**src/design/upc_pkg.sv**
```systemverilog
// upc_pkg: shared types, constants and helper functions for the uri percent codec
// used by upc_front, upc_fifo, upc_back and uri_percent_codec_unit
// no dependencies
package upc_pkg;

	// character constants
	localparam logic [7:0] PCT_CHAR       = 8'h25;
	localparam logic [7:0] DIGIT_BASE     = 8'h30;
	localparam logic [7:0] HEX_ALPHA_BASE = 8'h57; // 'a' - 10

	// configuration register indexes
	localparam logic CFG_DIRECTION = 1'b0;
	localparam logic CFG_COMPONENT = 1'b1;

	localparam logic DIR_ENCODE = 1'b0;
	localparam logic DIR_DECODE = 1'b1;

	localparam logic [1:0] COMPONENT_RESET = 2'd1;

	// queue between front and back
	localparam int QUEUE_DEPTH = 2;
	localparam int QPTR_W      = (QUEUE_DEPTH > 1) ? $clog2(QUEUE_DEPTH) : 1;
	localparam int QCNT_W      = $clog2(QUEUE_DEPTH + 1);

	// class bits for bytes 0x00..0x7f; bytes 0x80..0xff have none
	localparam logic [3:0] CLASS_TABLE [128] = '{
		4'h0,4'h0,4'h0,4'h0,4'h0,4'h0,4'h0,4'h0, 4'h0,4'h0,4'h0,4'h0,4'h0,4'h0,4'h0,4'h0,
		4'h0,4'h0,4'h0,4'h0,4'h0,4'h0,4'h0,4'h0, 4'h0,4'h0,4'h0,4'h0,4'h0,4'h0,4'h0,4'h0,
		4'h0,4'hf,4'h0,4'h0,4'hf,4'h0,4'hf,4'hf, 4'hf,4'hf,4'hf,4'hf,4'hf,4'hf,4'hf,4'he,
		4'hf,4'hf,4'hf,4'hf,4'hf,4'hf,4'hf,4'hf, 4'hf,4'hf,4'hf,4'hf,4'h0,4'hf,4'h0,4'hc,
		4'he,4'hf,4'hf,4'hf,4'hf,4'hf,4'hf,4'hf, 4'hf,4'hf,4'hf,4'hf,4'hf,4'hf,4'hf,4'hf,
		4'hf,4'hf,4'hf,4'hf,4'hf,4'hf,4'hf,4'hf, 4'hf,4'hf,4'hf,4'h0,4'hf,4'h0,4'h0,4'hf,
		4'h0,4'hf,4'hf,4'hf,4'hf,4'hf,4'hf,4'hf, 4'hf,4'hf,4'hf,4'hf,4'hf,4'hf,4'hf,4'hf,
		4'hf,4'hf,4'hf,4'hf,4'hf,4'hf,4'hf,4'hf, 4'hf,4'hf,4'hf,4'h0,4'h0,4'h0,4'hf,4'h0
	};

	// decode hold state
	typedef enum logic [1:0] {
		HELD_NONE,
		HELD_PCT,
		HELD_DIGIT
	} held_t;

	// channel payloads
	typedef struct packed {
		logic [7:0] in_char;
		logic       in_last;
	} upc_in_t;

	typedef struct packed {
		logic [7:0] out_char;
		logic       out_last;
	} upc_out_t;

	// one classified item: up to three output bytes, sent from index 0 up
	typedef struct packed {
		logic [2:0][7:0] bytes;
		logic [1:0]      count;
		logic            last;
	} upc_job_t;

	// lower-case hex character of a nibble
	function automatic logic [7:0] hex_char(input logic [3:0] v);
		logic [7:0] w;
		w = {4'd0, v};
		return (v < 4'd10) ? 8'(w + DIGIT_BASE) : 8'(w + HEX_ALPHA_BASE);
	endfunction

	// {is hex digit, value} of a character, either case
	function automatic logic [4:0] hex_value(input logic [7:0] ch);
		logic [7:0] d;
		d = 8'd0;
		if (ch >= 8'h61 && ch <= 8'h66) begin
			d = 8'(ch - 8'h57);
			return {1'b1, d[3:0]};
		end else if (ch >= 8'h41 && ch <= 8'h46) begin
			d = 8'(ch - 8'h37);
			return {1'b1, d[3:0]};
		end else if (ch >= 8'h30 && ch <= 8'h39) begin
			d = 8'(ch - 8'h30);
			return {1'b1, d[3:0]};
		end
		return 5'd0;
	endfunction

endpackage

```
**src/design/upc_front.sv**
```systemverilog
// upc_front: accepts input items, holds configuration and decode state,
// and turns each item into a job of up to three output bytes
// depends on upc_pkg
module upc_front (
	input  logic              clk,
	input  logic              arst_n,
	input  logic              cfg_we,
	input  logic              cfg_index,
	input  logic [1:0]        cfg_data,
	input  logic              in_valid,
	output logic              in_ready,
	input  upc_pkg::upc_in_t  in_data,
	output logic              push,
	output upc_pkg::upc_job_t push_job,
	input  logic              push_ready
);
	import upc_pkg::*;

	logic       direction_q;
	logic [1:0] component_q;
	held_t      held_q, held_d;
	logic [7:0] digit_q, digit_d;

	logic [7:0] ch;
	logic       last;
	logic       accept;
	logic [4:0] lo_hex;
	logic [4:0] hi_hex;
	logic       ch_pct;
	upc_job_t   job;

	assign ch       = in_data.in_char;
	assign last     = in_data.in_last;
	assign in_ready = push_ready;
	assign accept   = in_valid && in_ready;
	assign lo_hex   = hex_value(ch);
	assign hi_hex   = hex_value(digit_q);
	assign ch_pct   = (ch == PCT_CHAR) && !last;

	// configuration registers
	always_ff @(posedge clk or negedge arst_n) begin
		if (!arst_n) begin
			direction_q <= DIR_ENCODE;
			component_q <= COMPONENT_RESET;
		end else if (cfg_we) begin
			unique case (cfg_index)
				CFG_DIRECTION: direction_q <= cfg_data[0];
				CFG_COMPONENT: component_q <= cfg_data;
				default: ;
			endcase
		end
	end

	// decode hold state
	always_ff @(posedge clk or negedge arst_n) begin
		if (!arst_n) begin
			held_q  <= HELD_NONE;
			digit_q <= 8'd0;
		end else if (cfg_we && cfg_index == CFG_DIRECTION) begin
			held_q  <= HELD_NONE;
			digit_q <= 8'd0;
		end else if (accept) begin
			held_q  <= held_d;
			digit_q <= digit_d;
		end
	end

	// classify the item and build its job
	always_comb begin
		held_d     = held_q;
		digit_d    = digit_q;
		job.bytes  = '0;
		job.count  = 2'd0;
		job.last   = last;
		if (direction_q == DIR_ENCODE) begin
			if (!ch[7] && CLASS_TABLE[ch[6:0]][component_q]) begin
				job.bytes[0] = ch;
				job.count    = 2'd1;
			end else begin
				job.bytes[0] = PCT_CHAR;
				job.bytes[1] = hex_char(ch[7:4]);
				job.bytes[2] = hex_char(ch[3:0]);
				job.count    = 2'd3;
			end
		end else begin
			unique case (held_q)
				HELD_NONE: begin
					if (ch_pct) begin
						held_d = HELD_PCT;
					end else begin
						job.bytes[0] = ch;
						job.count    = 2'd1;
					end
				end
				HELD_PCT: begin
					job.bytes[0] = PCT_CHAR;
					if (lo_hex[4] && !last) begin
						held_d    = HELD_DIGIT;
						digit_d   = ch;
						job.count = 2'd0;
					end else if (ch_pct) begin
						held_d    = HELD_PCT;
						job.count = 2'd1;
					end else begin
						held_d       = HELD_NONE;
						job.bytes[1] = ch;
						job.count    = 2'd2;
					end
				end
				HELD_DIGIT: begin
					digit_d = 8'd0;
					if (lo_hex[4] && hi_hex[4]) begin
						held_d       = HELD_NONE;
						job.bytes[0] = {hi_hex[3:0], lo_hex[3:0]};
						job.count    = 2'd1;
					end else begin
						job.bytes[0] = PCT_CHAR;
						job.bytes[1] = digit_q;
						if (ch_pct) begin
							held_d    = HELD_PCT;
							job.count = 2'd2;
						end else begin
							held_d       = HELD_NONE;
							job.bytes[2] = ch;
							job.count    = 2'd3;
						end
					end
				end
				default: begin
					held_d = HELD_NONE;
				end
			endcase
		end
		// nothing stays pending past the last byte
		if (last) begin
			held_d  = HELD_NONE;
			digit_d = 8'd0;
		end
	end

	// items that emit nothing only update state
	assign push     = accept && (job.count != 2'd0);
	assign push_job = job;

	a_last_clears: assert property (@(posedge clk) disable iff (!arst_n)
		(accept && last && !cfg_we) |=> (held_q == HELD_NONE))
		else $error("hold state survived a last item");
	a_digit_is_hex: assert property (@(posedge clk) disable iff (!arst_n)
		(held_q == HELD_DIGIT) |-> hi_hex[4])
		else $error("held digit is not a hex character");
	a_encode_holds_nothing: assert property (@(posedge clk) disable iff (!arst_n)
		(direction_q == DIR_ENCODE) |-> (held_q == HELD_NONE))
		else $error("hold state set while encoding");

endmodule

```
**src/design/upc_fifo.sv**
```systemverilog
// upc_fifo: short job queue between the front and back parts
// depends on upc_pkg
module upc_fifo (
	input  logic              clk,
	input  logic              arst_n,
	input  logic              push,
	input  upc_pkg::upc_job_t push_job,
	output logic              push_ready,
	input  logic              pop,
	output upc_pkg::upc_job_t pop_job,
	output logic              pop_valid
);
	import upc_pkg::*;

	upc_job_t          mem_q [QUEUE_DEPTH];
	logic [QPTR_W-1:0] wr_ptr_q;
	logic [QPTR_W-1:0] rd_ptr_q;
	logic [QCNT_W-1:0] count_q;

	assign push_ready = (count_q != QCNT_W'(QUEUE_DEPTH));
	assign pop_valid  = (count_q != '0);
	assign pop_job    = mem_q[rd_ptr_q];

	// storage
	always_ff @(posedge clk) begin
		if (push && push_ready) begin
			mem_q[wr_ptr_q] <= push_job;
		end
	end

	// pointers and fill count
	always_ff @(posedge clk or negedge arst_n) begin
		if (!arst_n) begin
			wr_ptr_q <= '0;
			rd_ptr_q <= '0;
			count_q  <= '0;
		end else begin
			if (push && push_ready) begin
				wr_ptr_q <= (wr_ptr_q == QPTR_W'(QUEUE_DEPTH - 1)) ? '0 :
					QPTR_W'(wr_ptr_q + 1'b1);
			end
			if (pop && pop_valid) begin
				rd_ptr_q <= (rd_ptr_q == QPTR_W'(QUEUE_DEPTH - 1)) ? '0 :
					QPTR_W'(rd_ptr_q + 1'b1);
			end
			unique case ({push && push_ready, pop && pop_valid})
				2'b10:   count_q <= QCNT_W'(count_q + 1'b1);
				2'b01:   count_q <= QCNT_W'(count_q - 1'b1);
				default: count_q <= count_q;
			endcase
		end
	end

	a_count_bound: assert property (@(posedge clk) disable iff (!arst_n)
		count_q <= QCNT_W'(QUEUE_DEPTH))
		else $error("queue fill count beyond depth");
	a_no_jobless_entry: assert property (@(posedge clk) disable iff (!arst_n)
		pop_valid |-> (pop_job.count != 2'd0))
		else $error("queue holds a job with no bytes");
	a_ptr_gap: assert property (@(posedge clk) disable iff (!arst_n)
		(count_q == '0) |-> (wr_ptr_q == rd_ptr_q))
		else $error("empty queue with mismatched pointers");

endmodule

```
**src/design/upc_back.sv**
```systemverilog
// upc_back: takes jobs from the queue and sends their bytes, one per cycle while
// out_ready is high, from the held job register
// depends on upc_pkg
module upc_back (
	input  logic              clk,
	input  logic              arst_n,
	input  upc_pkg::upc_job_t pop_job,
	input  logic              pop_valid,
	output logic              pop,
	output logic              out_valid,
	input  logic              out_ready,
	output upc_pkg::upc_out_t out_data
);
	import upc_pkg::*;

	upc_job_t   job_q;
	logic [1:0] idx_q;
	logic       busy_q;
	logic       at_end;
	logic       load;

	assign at_end = (idx_q == 2'(job_q.count - 2'd1));
	assign load   = !busy_q || (out_ready && at_end);
	assign pop    = load && pop_valid;

	// current job and byte index
	always_ff @(posedge clk or negedge arst_n) begin
		if (!arst_n) begin
			busy_q <= 1'b0;
			idx_q  <= 2'd0;
		end else if (load) begin
			busy_q <= pop_valid;
			idx_q  <= 2'd0;
		end else if (out_ready) begin
			idx_q  <= 2'(idx_q + 2'd1);
		end
	end

	always_ff @(posedge clk) begin
		if (pop) begin
			job_q <= pop_job;
		end
	end

	assign out_valid         = busy_q;
	assign out_data.out_char = job_q.bytes[idx_q];
	assign out_data.out_last = job_q.last && at_end;

	a_idx_in_job: assert property (@(posedge clk) disable iff (!arst_n)
		busy_q |-> (idx_q < job_q.count))
		else $error("byte index past end of job");
	a_no_lost_job: assert property (@(posedge clk) disable iff (!arst_n)
		(busy_q && !out_ready) |-> !pop)
		else $error("job taken while output stalled");
	a_step_after_send: assert property (@(posedge clk) disable iff (!arst_n)
		(busy_q && out_ready && !at_end) |=> (busy_q && idx_q == 2'($past(idx_q) + 2'd1)))
		else $error("byte index did not advance");

endmodule

```
**src/design/uri_percent_codec_unit.sv**
```systemverilog
// uri_percent_codec_unit: top level of the streaming uri percent encoder/decoder
// depends on upc_pkg, upc_front, upc_fifo, upc_back
//
// usage
// - in channel: one byte of a uri component per item, in_last on its final byte
// - out channel: converted bytes, out_last on the final byte of a string
// - config port: cfg_index 0 = direction (0 encode, 1 decode), 1 = component
//   (0 userinfo, 1 path, 2 query, 3 fragment); write only while idle
// - encode: a byte the class table allows passes, others become '%' and two
//   lower-case hex digits (1 or 3 output bytes per item)
// - decode: '%' and one hex digit are held; '%XY' becomes one byte, a broken
//   escape is passed through literally (0 to 3 output bytes per item)
// - an accepted item's job goes through the queue into the back job register
// - the back serializer sends one byte per cycle while out_ready is high and
//   goes straight on to the next queued job after the last byte of a job
// - the front keeps taking items into a two-job queue while the out side stalls;
//   in_ready drops only when that queue is full
// - reset: direction encode, component path, nothing held, queue empty
module uri_percent_codec_unit (
	input  logic              clk,
	input  logic              arst_n,
	input  logic              cfg_we,
	input  logic              cfg_index,
	input  logic [1:0]        cfg_data,
	input  logic              in_valid,
	output logic              in_ready,
	input  upc_pkg::upc_in_t  in_data,
	output logic              out_valid,
	input  logic              out_ready,
	output upc_pkg::upc_out_t out_data
);
	import upc_pkg::*;

	logic     push;
	upc_job_t push_job;
	logic     push_ready;
	logic     pop;
	upc_job_t pop_job;
	logic     pop_valid;

	// classify items
	upc_front u_front (
		.clk        (clk),
		.arst_n     (arst_n),
		.cfg_we     (cfg_we),
		.cfg_index  (cfg_index),
		.cfg_data   (cfg_data),
		.in_valid   (in_valid),
		.in_ready   (in_ready),
		.in_data    (in_data),
		.push       (push),
		.push_job   (push_job),
		.push_ready (push_ready)
	);

	// job queue
	upc_fifo u_fifo (
		.clk        (clk),
		.arst_n     (arst_n),
		.push       (push),
		.push_job   (push_job),
		.push_ready (push_ready),
		.pop        (pop),
		.pop_job    (pop_job),
		.pop_valid  (pop_valid)
	);

	// send bytes
	upc_back u_back (
		.clk        (clk),
		.arst_n     (arst_n),
		.pop_job    (pop_job),
		.pop_valid  (pop_valid),
		.pop        (pop),
		.out_valid  (out_valid),
		.out_ready  (out_ready),
		.out_data   (out_data)
	);

endmodule

```
**config.mk**
```make
export PLATFORM = sky130hd
export DESIGN_NAME = uri_percent_codec_unit
export DESIGN_NICKNAME = d
export VERILOG_FILES = /design/src/design/upc_pkg.sv /design/src/design/upc_front.sv /design/src/design/upc_fifo.sv /design/src/design/upc_back.sv /design/src/design/uri_percent_codec_unit.sv
export SDC_FILE = /design/constraint.sdc
export NUM_CORES = 1
export LEC_CHECK = 0
export BUFFER_PORTS_ARGS = -buffer_cell sky130_fd_sc_hd__buf_4
export CORE_MARGIN = 2
export CORE_UTILIZATION = 25
export DETAILED_ROUTE_END_ITERATION = 12
export GPL_ROUTABILITY_DRIVEN = 0
export PLACE_DENSITY = 0.44
export SETUP_SLACK_MARGIN = 0.2
export SLEW_MARGIN = 25
export SYNTH_ARGS = -nofsm -noshare
export SYNTH_HDL_FRONTEND = slang
export SYNTH_SLANG_ARGS = --single-unit
```
**constraint.sdc**
```tcl
create_clock -name clk -period 4.8 [get_ports clk]
set_input_delay 0 -clock clk [delete_from_list [all_inputs] [get_ports clk]]
set_output_delay 0 -clock clk [all_outputs]
set_load 0.02 [all_outputs]
```
=== After elaboration in Yosys (flattened, before gate mapping) ===
Memories as Yosys holds them, arrays and structs flattened. A register that Yosys moved wholly into a read port is not among the register bits.
Cells that the tools add are included.

* Word-level logic and storage cells: 147
* Bits in registers: 20
* Memory bits (writable): 54
* Input bits: 17
* Output and inout port bits: 11
* Memories kept: 2
* Bits in read-only memories: 512

* Bitwise operators: 2
* Add/subtract/negate cells: 16
* Eq/ne operators: 9
* Reductions and logical operators: 34
* $lt $le $gt $ge: 17
* Muxes and demuxes: 58

{| class="wikitable"
|+ Memories
! memory !! depth !! bits a word !! rd ports !! clocked after Yosys merged registers in !! wr ports !! line !! source
|-
| (name not given) || 128 || 4 || 1 || 0 || 0 || upc_front.sv:76 || <nowiki>if (!ch[7] && CLASS_TABLE[ch[6:0]][component_q]) begin</nowiki>
|-
| u_fifo.mem_q || 2 || 27 || 1 || 1 || 1 || upc_fifo.sv:15 || <nowiki>upc_job_t mem_q [QUEUE_DEPTH];</nowiki>
|}

{| class="wikitable"
|+ Operators by type and width
! cell !! number
|-
| $mux W8 || 11
|-
| $mux W5 || 8
|-
| $ge A8 B7 Y1 const B || 4
|-
| $le A8 B7 Y1 const B || 4
|-
| $mux W16 || 2
|-
| $pmux W8 S2 || 2
|-
| $mux W10 || 3
|-
| $pmux W10 S3 || 1
|-
| $mux W26 || 1
|-
| $mux W2 || 11
|-
| $logic_and A1 B1 Y1 || 18
|-
| $add A4 B7 Y8 const B || 2
|-
| $bmux W8 S2 || 1
|-
| $ge A8 B6 Y1 const B || 2
|-
| $le A8 B6 Y1 const B || 2
|-
| $sub A4 B3 Y4 const B || 4
|-
| $add A4 B6 Y7 const B || 2
|-
| $mux W1 || 13
|-
| $reduce_bool A2 Y1 || 5
|-
| $eq A8 B6 Y1 const B || 1
|-
| $ge A8 B8 Y1 const B || 1
|-
| $lt A4 B4 Y1 const B || 2
|-
| $mux W4 || 2
|-
| $ne A4 B2 Y1 const B || 2
|-
| other kinds (22) || 32
|}

=== Longest topological paths before layout ===
Gate-level depths: netlist (run 1).

* Depth after elaboration: 15
* Gate-level depth with buffers: 13
* Depth with buffers taken out: 11

=== Cells and area by module ===
A second synthesis (run 1) with hierarchy kept.

* Cell total of the unflattened synthesis: 462
* Area, all modules: 5,550.3 um2

{| class="wikitable"
|+ By module, submodules not included
! module !! times used !! seq. area each (um2) !! cells each !! area each (um2)
|-
| upc_front || 1 || 326.6 || 281 || 2,174.6
|-
| upc_fifo || 1 || 1,721.7 || 101 || 2,158.3
|-
| upc_back || 1 || 885.8 || 80 || 1,217.4
|}

=== Worst setup path after synthesis (run 1) ===
Ideal clock, no wire load.

* Path kind: input to register
* From: in in_data[2] (netlist bit)
* To: mem u_fifo.mem_q[0][0] (netlist bit) (enable)
* Setup time: 411 ps
* Data required time: 4,389 ps
* Slack: 1,271 ps
* Stages on the path: 10
* Buffers on the path: 2
* Data arrival time: 3,118 ps
* Cell sequence: clkbuf_1 -> inv_1 -> ha_1 -> or3b_4 -> o22ai_2 -> o221ai_2 -> buf_6 -> o31ai_4 -> o31ai_4 -> nor2_1

* Cells in the longest elaborated chain, start to end: 15
* Elaborated cells on any way between the ends: 39
* Those cells by class: order compare (6); eq/ne (1); mux (20); bitwise (1); reduce/logical (10); memory (1)

{| class="wikitable"
|+ RTL lines
! what !! line !! source
|-
| start: declaration || uri_percent_codec_unit.sv:27 || <nowiki>input upc_pkg::upc_in_t in_data,</nowiki>
|-
| branches (longest 9 deep; another with $mem_v2 Z128 W4) || n/a ||
|-
| $mux W26 * || upc_front.sv:75 || <nowiki>if (direction_q == DIR_ENCODE) begin</nowiki>
|-
| $reduce_bool A2 Y1 * || upc_front.sv:142 || <nowiki>assign push = accept && (job.count != 2'd0);</nowiki>
|-
| $logic_and A1 B1 Y1 * || upc_front.sv:142 ||
|-
| $logic_and A1 B1 Y1 * || upc_fifo.sv:26 || <nowiki>if (push && push_ready) begin</nowiki>
|-
| $mux W1 * || upc_fifo.sv:26 ||
|-
| $mux W1 (not written as such) * || upc_fifo.sv:27 || <nowiki>mem_q[wr_ptr_q] <= push_job;</nowiki>
|-
| end: declaration || upc_fifo.sv:15 ||
|}

Mark *: on every way between the ends. The select of a mux whose other input is x is not followed.

==> results of run 1 <==
power by group:
group | switching [uW] | total, uW | internal [uW]
Combinational | 446 | 798 | 351
Clock | 318 | 738 | 421
Sequential | 155 | 1390 | 1240
Total | 919 | 2930 | 2010
sequential cells by signal, summed over array words and instances, names as in the netlist:
register / count
u_fifo.mem_q: 54
u_back.job_q: 27
u_front.digit_q: 8
u_back.idx_q: 2
u_fifo.count_q: 2
u_front.component_q: 2
u_front.held_q: 2
u_back.out_valid: 1
u_fifo.rd_ptr_q: 1
u_fifo.wr_ptr_q: 1
u_front.direction_q: 1
final cells by class:
class	count	area, sq um	share of cell area
Sequential cell	101	2940	0.474
Multi-Input combinational cell	298	2260	0.366
Tap cell	275	344	0.0556
Timing Repair Buffer	36	283	0.0457
Clock buffer	11	243	0.0392
Clock inverter	5	60.1	0.00971
Inverter	16	60.1	0.00971
kinds of logic (layout without fill, tap and decap cells):
logic type      count (synthesis)  in the layout  synth area share
flops                         101            101             0.547
buf+inv                        41             68            0.0331
mux                            41             41            0.0837
compound gates                114            114             0.170
simple gates                  114            114             0.106
xor+xnor                       11             11            0.0180
fa+ha+maj                      18             18            0.0420
cell usage in the layout (no fill, tap or decap), types with 3 or more instances in the layout:
cell / synthesis / layout
mux2i_1: 10 / 10
dfrtp_1: 19 / 18
and3_1: 5 / 5
a2111oi_0: 3 / 3
dlygate4sd3_1: 0 / 5
inv_1: 16 / 16
buf_4: 1 / 31
nor3_1: 5 / 5
nor2_2: 2 / 4
a22o_1: 12 / 12
a221o_1: 6 / 6
o21a_1: 5 / 5
xor2_1: 4 / 4
nand2_1: 39 / 39
a21o_1: 5 / 5
nor2b_1: 8 / 8
a21oi_1: 14 / 13
mux2_2: 31 / 31
edfxtp_1: 81 / 81
o2bb2ai_1: 3 / 3
a221oi_1: 4 / 4
clkbuf_16: 0 / 9
ha_1: 18 / 18
o31ai_4: 3 / 3
nor2_1: 26 / 24
xnor2_1: 7 / 7
nand3_1: 3 / 3
a32o_1: 3 / 3
o21ai_0: 25 / 25
nand2b_1: 6 / 6
a22oi_1: 4 / 4
o311ai_0: 3 / 3
and2_1: 6 / 6
timing repair:
action,CTS,global route
hold endpoints to repair,26,0
hold buffers,5,0
setup endpoints to repair,0,0
how the worst max path moves through the flow:
stage / start / to / slack (ps) / cells past startpoint
6_report: u_front.digit_q[0] / u_fifo.mem_q[0][13] / 2120 / 9
5_1_grt: u_front.digit_q[0] / u_fifo.mem_q[0][13] / 2020 / 9
4_1_cts: u_front.digit_q[0] / u_fifo.mem_q[0][13] / 2150 / 9
3_5_place_dp: in_data[2] / u_fifo.mem_q[1][24] / 1880 / 10
3_3_place_gp: in_data[1] / u_fifo.mem_q[1][21] / 1970 / 10
2_1_floorplan: in_data[2] / u_fifo.mem_q[0][0] / 1270 / 10
through the flow:
step / cells / utilization / hold WS, ps / power (uW) / area (sq um)
final: 742 / 0.294 / 25.3 / 2930 / 6190
after global routing: 742 / 0.294 / 28.9 / 3100 / 6190
after CTS: 742 / 0.294 / 7.53 / 2970 / 6190
after detailed placement: 721 / 0.278 / -92.4 / 2220 / 5830
after global placement: 721 / 0.277 / -95.7 / 2220 / 5830
after floorplan: 440 / - / -296 / 1920 / 5370
layer usage:
layer / GRT usage / vias up / part of all wire
met5: 0 / - / 0
met4: 0.0429 / 0 / 0.029
met3: 0.0318 / 18 / 0.046
met2: 0.177 / 115 / 0.43
met1: 0.171 / 1738 / 0.49
li1: - / 1710 / -
==> impl_metrics.csv, run 1 <==
group,metric,value,unit
synth,syn_area,5370,sq um
sta,slew_headroom,0.425,
critical_path,worstSetupStartpointType,"flop",
routing,antenna_left,0,
global_route,grt_max_degree,30,
routing,vias_per_cell,4.83,
cts,cts.path.max_buffers,2,
critical_path,worstPathRequired,4870,ps
synth,synthFlopType,"edfxtp_1",
critical_path,cp_top_family,"compound AO/OA/AOI/OAI gates",
sta,final_critical_path_setup_slack,2120,ps
run_status,outcome,"finished clean",
place,post-dp-hpwl,9210,um
sta,fin_crit_sh,0.559,
die,ioPinCount,28,
pwr,p_leak,0.00225,uW
cts,htree_levels,3,
sta,fmax,373,MHz
global_route,overflow,0,
critical_path,slowest_stage,"dfrtp_1",
synth,synth_cell_type_count,66,
synth,ys_seq_area_frac,0.547,
die,core,21000,sq um
critical_path,r2r_end,"u_fifo.mem_q[0][13]",
place,pre_cts_ws,1880,ps
die,initial_utilization,0.255,
critical_path,arrival,2750,ps
hold_path,worstHoldStart,"in_data[2]",
routing,drt_pre_antenna_iters,5,
critical_path,r2r_cells,9,
cts,cts_tree,"done",
hold_path,min_to,"u_front.digit_q[1]",
cells_and_area,final_nets,497,
die,dieArea,22600,sq um
cts,clk-insertion-delay-late,350,ps
hold_path,hp-class,"in -> reg",
synth,yosysWarningCount,0,
synth,netlist.area_leader.share,0.453,
synth,syn_inst,440,
pwr,power_density,474,nW/um^2
routing,wl_per_cell,17.4,um
routing,drc,0,
synth,synth_fp_nets,475,
cells_and_area,n_antenna_cell,0,
die,fp.dieH,150,um
sta,skew,10.1,ps
sta,layout_min_cycle_time,2680,ps
routing,drt_iter0_drc,279,
cts,cts.clk_slew.worst_paths,70,ps
global_route,track_usage,0.120,
cells_and_area,final_layout_size_suffix_gt1_frac,0.206,
synth,synth_edf_count,81,
sta,tightest_slew,863,ps
routing,wl,12900,um
critical_path,cp_max_fo,13,
synth,synth-seq-cells,101,
hold_path,holdPathStages,2,
synth,synthArstFlopShare,0.198,
place,numPortBuffers,27,
critical_path,reg2reg_from,"u_front.digit_q[0]",
critical_path,max_stage_delay,480,ps
cts,post_cts_buffers,0,
cts,cts_resized,0,
sta,final_hold_viol_count,0,
synth,yosysTopAreaCell,"edfxtp_1",
flow_run,cap_violations,0,
global_route,grt_pass1_wl,20300,um
critical_path,worstPathCellList,"inv_1, ha_1, o21bai_1, a2111o_1, nand3_1, o21ai_0, buf_4, and3_1, a221o_1",
sta,setup_viol,0,
global_route,antenna_found_initial,0,
sta,tns,0,ps
cts,clockRootBuffer,"clkbuf_16",
critical_path,worstSetupEndpointType,"flop",
critical_path,r2r_setup_slack,2120,ps
routing,vias,3581,
critical_path,cp.buffers_inverters,2,
global_route,grt_pass1_vias,3477,
cts,cts_sinks,101,
sta,rsz0062_at_grt,"false",
cells_and_area,nFillCells,2103,
synth,synth_area_leaders,"edfxtp_1, dfrtp_1, mux2_2, ha_1, nand2_1",
synth,post-synth-top-count-cell,"edfxtp_1",
cells_and_area,areaGrowthSynthToFinish,15.3,%
cts,cts_buffers,9,
synth,syn_area_per_cell,12.2,sq um
pwr,peakVddDrop,0.192,mV
die,die_x,150,um
critical_path,worstSetupPathType,"reg -> reg",
synth,synthTopCellsByCount,"edfxtp_1, nand2_1, mux2_2",
sta,maxSlewViolCount,0,
die,num_rows,53,
Note: power is estimated with default switching activity, not from simulation.
==> run 2, diff against run 1 <==
--- a/config.mk
+++ b/config.mk
@@ -5,12 +5,13 @@
 export SDC_FILE = /design/constraint.sdc
 export NUM_CORES = 1
 export LEC_CHECK = 0
+export ABC_AREA = 1
 export BUFFER_PORTS_ARGS = -buffer_cell sky130_fd_sc_hd__buf_4
 export CORE_MARGIN = 2
 export CORE_UTILIZATION = 25
 export DETAILED_ROUTE_END_ITERATION = 12
 export GPL_ROUTABILITY_DRIVEN = 0
-export PLACE_DENSITY = 0.44
+export PLACE_DENSITY = 0.46
 export SETUP_SLACK_MARGIN = 0.2
 export SLEW_MARGIN = 25
 export SYNTH_ARGS = -nofsm -noshare
==> constraint.sdc (replaced) <==
create_clock -name clk -period 2.4 [get_ports clk]
set_input_delay 0 -clock clk [delete_from_list [all_inputs] [get_ports clk]]
set_output_delay 0 -clock clk [all_outputs]
set_load 0.02 [all_outputs]
==> impl_metrics.csv, run 2 <==
group,metric,value,unit
run_status,outcome,"finished clean",
synth,yosysTopAreaCell,"edfxtp_1",
critical_path,worstPathRequired,2470,ps
cts,cts_sinks,101,
die,core,21000,sq um
critical_path,max_stage_delay,430,ps
die,num_rows,53,
synth,synth_area_leaders,"edfxtp_1, nand2_1, dfrtp_1, ha_1, nor2_1",
synth,syn_inst,557,
cells_and_area,final_nets,667,
cts,cts_tree,"done",
routing,vias_per_cell,4.51,
routing,wl_per_cell,14.9,um
synth,synth_edf_count,81,
cts,htree_levels,3,
synth,ys_seq_area_frac,0.552,
synth,syn_area,5320,sq um
sta,layout_min_cycle_time,2360,ps
routing,drt_iter0_drc,296,
cts,cts.path.max_buffers,2,
cells_and_area,areaGrowthSynthToFinish,26.2,%
global_route,grt_max_degree,29,
routing,drt_pre_antenna_iters,4,
critical_path,cp.buffers_inverters,4,
critical_path,worstPathCellList,"inv_2, ha_4, inv_2, nor2_4, nand3_2, nand2_2, nand2_2, nand2_4, nand2_4, nand2_4, nand2_2, nand3_2, nand2_2, buf_6, nor2_4, clkbuf_16",
cells_and_area,largest_reg_flops,54,
sta,final_critical_path_setup_slack,43.9,ps
global_route,antenna_found_initial,0,
die,ioPinCount,28,
place,post-dp-hpwl,9750,um
critical_path,slowest_stage,"dfrtp_1",
critical_path,cp_top_family,"simple AND/OR/NAND/NOR gates",
global_route,track_usage,0.124,
global_route,overflow,0,
routing,vias,4115,
pwr,p_leak,0.00273,uW
cells_and_area,post-route-util,0.321,
critical_path,worstSetupPathType,"reg -> reg",
pwr,power_density,1090,nW/um^2
die,die_x,150,um
synth,yosysWarningCount,0,
critical_path,worstSetupEndpointType,"flop",
synth,synth_fp_nets,592,
place,placed_cells_incl_taps,875,
sta,fmax,424,MHz
cts,clk-insertion-delay-late,350,ps
cells_and_area,top_register,"u_fifo.mem_q",
pwr,peakVddDrop,0.367,mV
synth,synthTopCellsByCount,"nand2_1, edfxtp_1, nor2_1",
sta,maxSlewViolCount,0,
cells_and_area,final_common_cell,"nand2_1",
sta,skew,10.5,ps
cells_and_area,n_antenna_cell,0,
critical_path,arrival,2430,ps
routing,drc,0,
sta,tns,0,ps
hold_path,hp-class,"in -> reg",
cts,cts_buffers,9,
synth,post-synth-top-count-cell,"nand2_1",
synth,syn_area_per_cell,9.55,sq um
die,dieArea,22500,sq um
synth,synthArstFlopShare,0.198,
routing,wl,13600,um
synth,netlist.area_leader.share,0.457,
cells_and_area,stdcell_area,6720,sq um
flow_run,cap_violations,0,
cells_and_area,final_cell_mix,"nand2_1, edfxtp_1, buf_4",
critical_path,worstSetupStartpointType,"flop",
critical_path,cp_max_fo,7,
place,numPortBuffers,27,
die,fp.dieH,150,um
sta,tightest_slew,519,ps
routing,antenna_left,0,
cells_and_area,largest_registers,"u_fifo.mem_q: 54 flops, u_back.job_q: 27 flops, u_front.digit_q: 8 flops",
cts,clockRootBuffer,"clkbuf_16",
synth,synth_cell_type_count,46,
sta,fin_crit_sh,0.982,
place,placed_area,6120,sq um
cts,cts.clk_slew.worst_paths,80,ps
synth,synthFlopType,"edfxtp_1",
cells_and_area,instances_no_fill,912,
cells_and_area,final_layout_size_suffix_gt1_frac,0.235,
critical_path,cp_common_cell,"nand2_2",
sta,final_hold_viol_count,0,
die,initial_utilization,0.254,
global_route,grt_pass1_vias,3938,
sta,slew_headroom,0.653,
global_route,grt_pass1_wl,21400,um
sta,rsz0062_at_grt,"true",
place,pre_cts_ws,-24.1,ps
sta,setup_viol,0,
synth,synth-seq-cells,101,
run 2: where the power goes:
part           switching [uW]  internal (uW)  total (uW)
Clock                     714            743        1460
Combinational            1820           1160        2980
Sequential                200           2700        2900
run 2: what timing repair did:
item | CTS | global route
gates cloned | 0 | 3
hold endpoints to repair | 29 | 0
pin swaps | 3 | 9
setup endpoints to repair | 58 | 82
resized for setup | 4 | 14
hold buffers | 10 | 0
buffers inserted | 3 | 5
run 2: cell families after synthesis:
kind of cell,Yosys count,synth area share
AO/OA/AOI/OAI,95,0.115
XOR/XNOR,9,0.0148
adder cells (fa/ha/maj),18,0.0423
buffers and inverters,71,0.0560
flip-flops,101,0.552
multiplexers,2,0.00423
AND/OR/NAND/NOR,261,0.216
run 2: area by class of cell:
class,instances,area [sq um]
clock buffer,9,225
timing repair buffer,84,727
inverter,51,214
clock inverter,7,75.1
sequential,101,2930
tap,275,344
fill,2180,14200
multi-input combinational,385,2200
run 2: per-stage QoR:
stage / hold WS, ps / total power [uW]
floorplan: -296 / 4660
global placement: -86.9 / 5680
detailed placement: -80.9 / 5700
CTS: 25.6 / 7230
global route: 57.2 / 7850
finish: 41.5 / 7340
run 2: worst register-to-register path: cells and delay by family (launching register included):
family	cells	cell delay [ps]
flops	1	430
simple gates	11	1050
fa+ha+maj	1	120
buf+inv	4	470
run 2: worst paths after layout:
path / startpoint / to / slack, ps / cells past startpoint
setup / recovery: u_front.digit_q[0] / u_fifo.mem_q[1][0] / 40 / 16
hold / removal: in_data[3] / u_front.digit_q[2] / 40 / 3
setup reg to reg: u_front.digit_q[0] / u_fifo.mem_q[1][0] / 40 / 16
hold reg to reg: u_fifo.wr_ptr_q / u_fifo.wr_ptr_q / 480 / 2
max in group asynchronous: arst_n / u_front.component_q[0] / 2040 / 2
min in group asynchronous: arst_n / u_back.idx_q[0] / 70 / 2
run 2: routing by layer:
metal | wire, um | track usage
met5 | 0 | 0
met4 | 378 | 0.0505
met3 | 569 | 0.0290
met2 | 6320 | 0.192
met1 | 6350 | 0.167
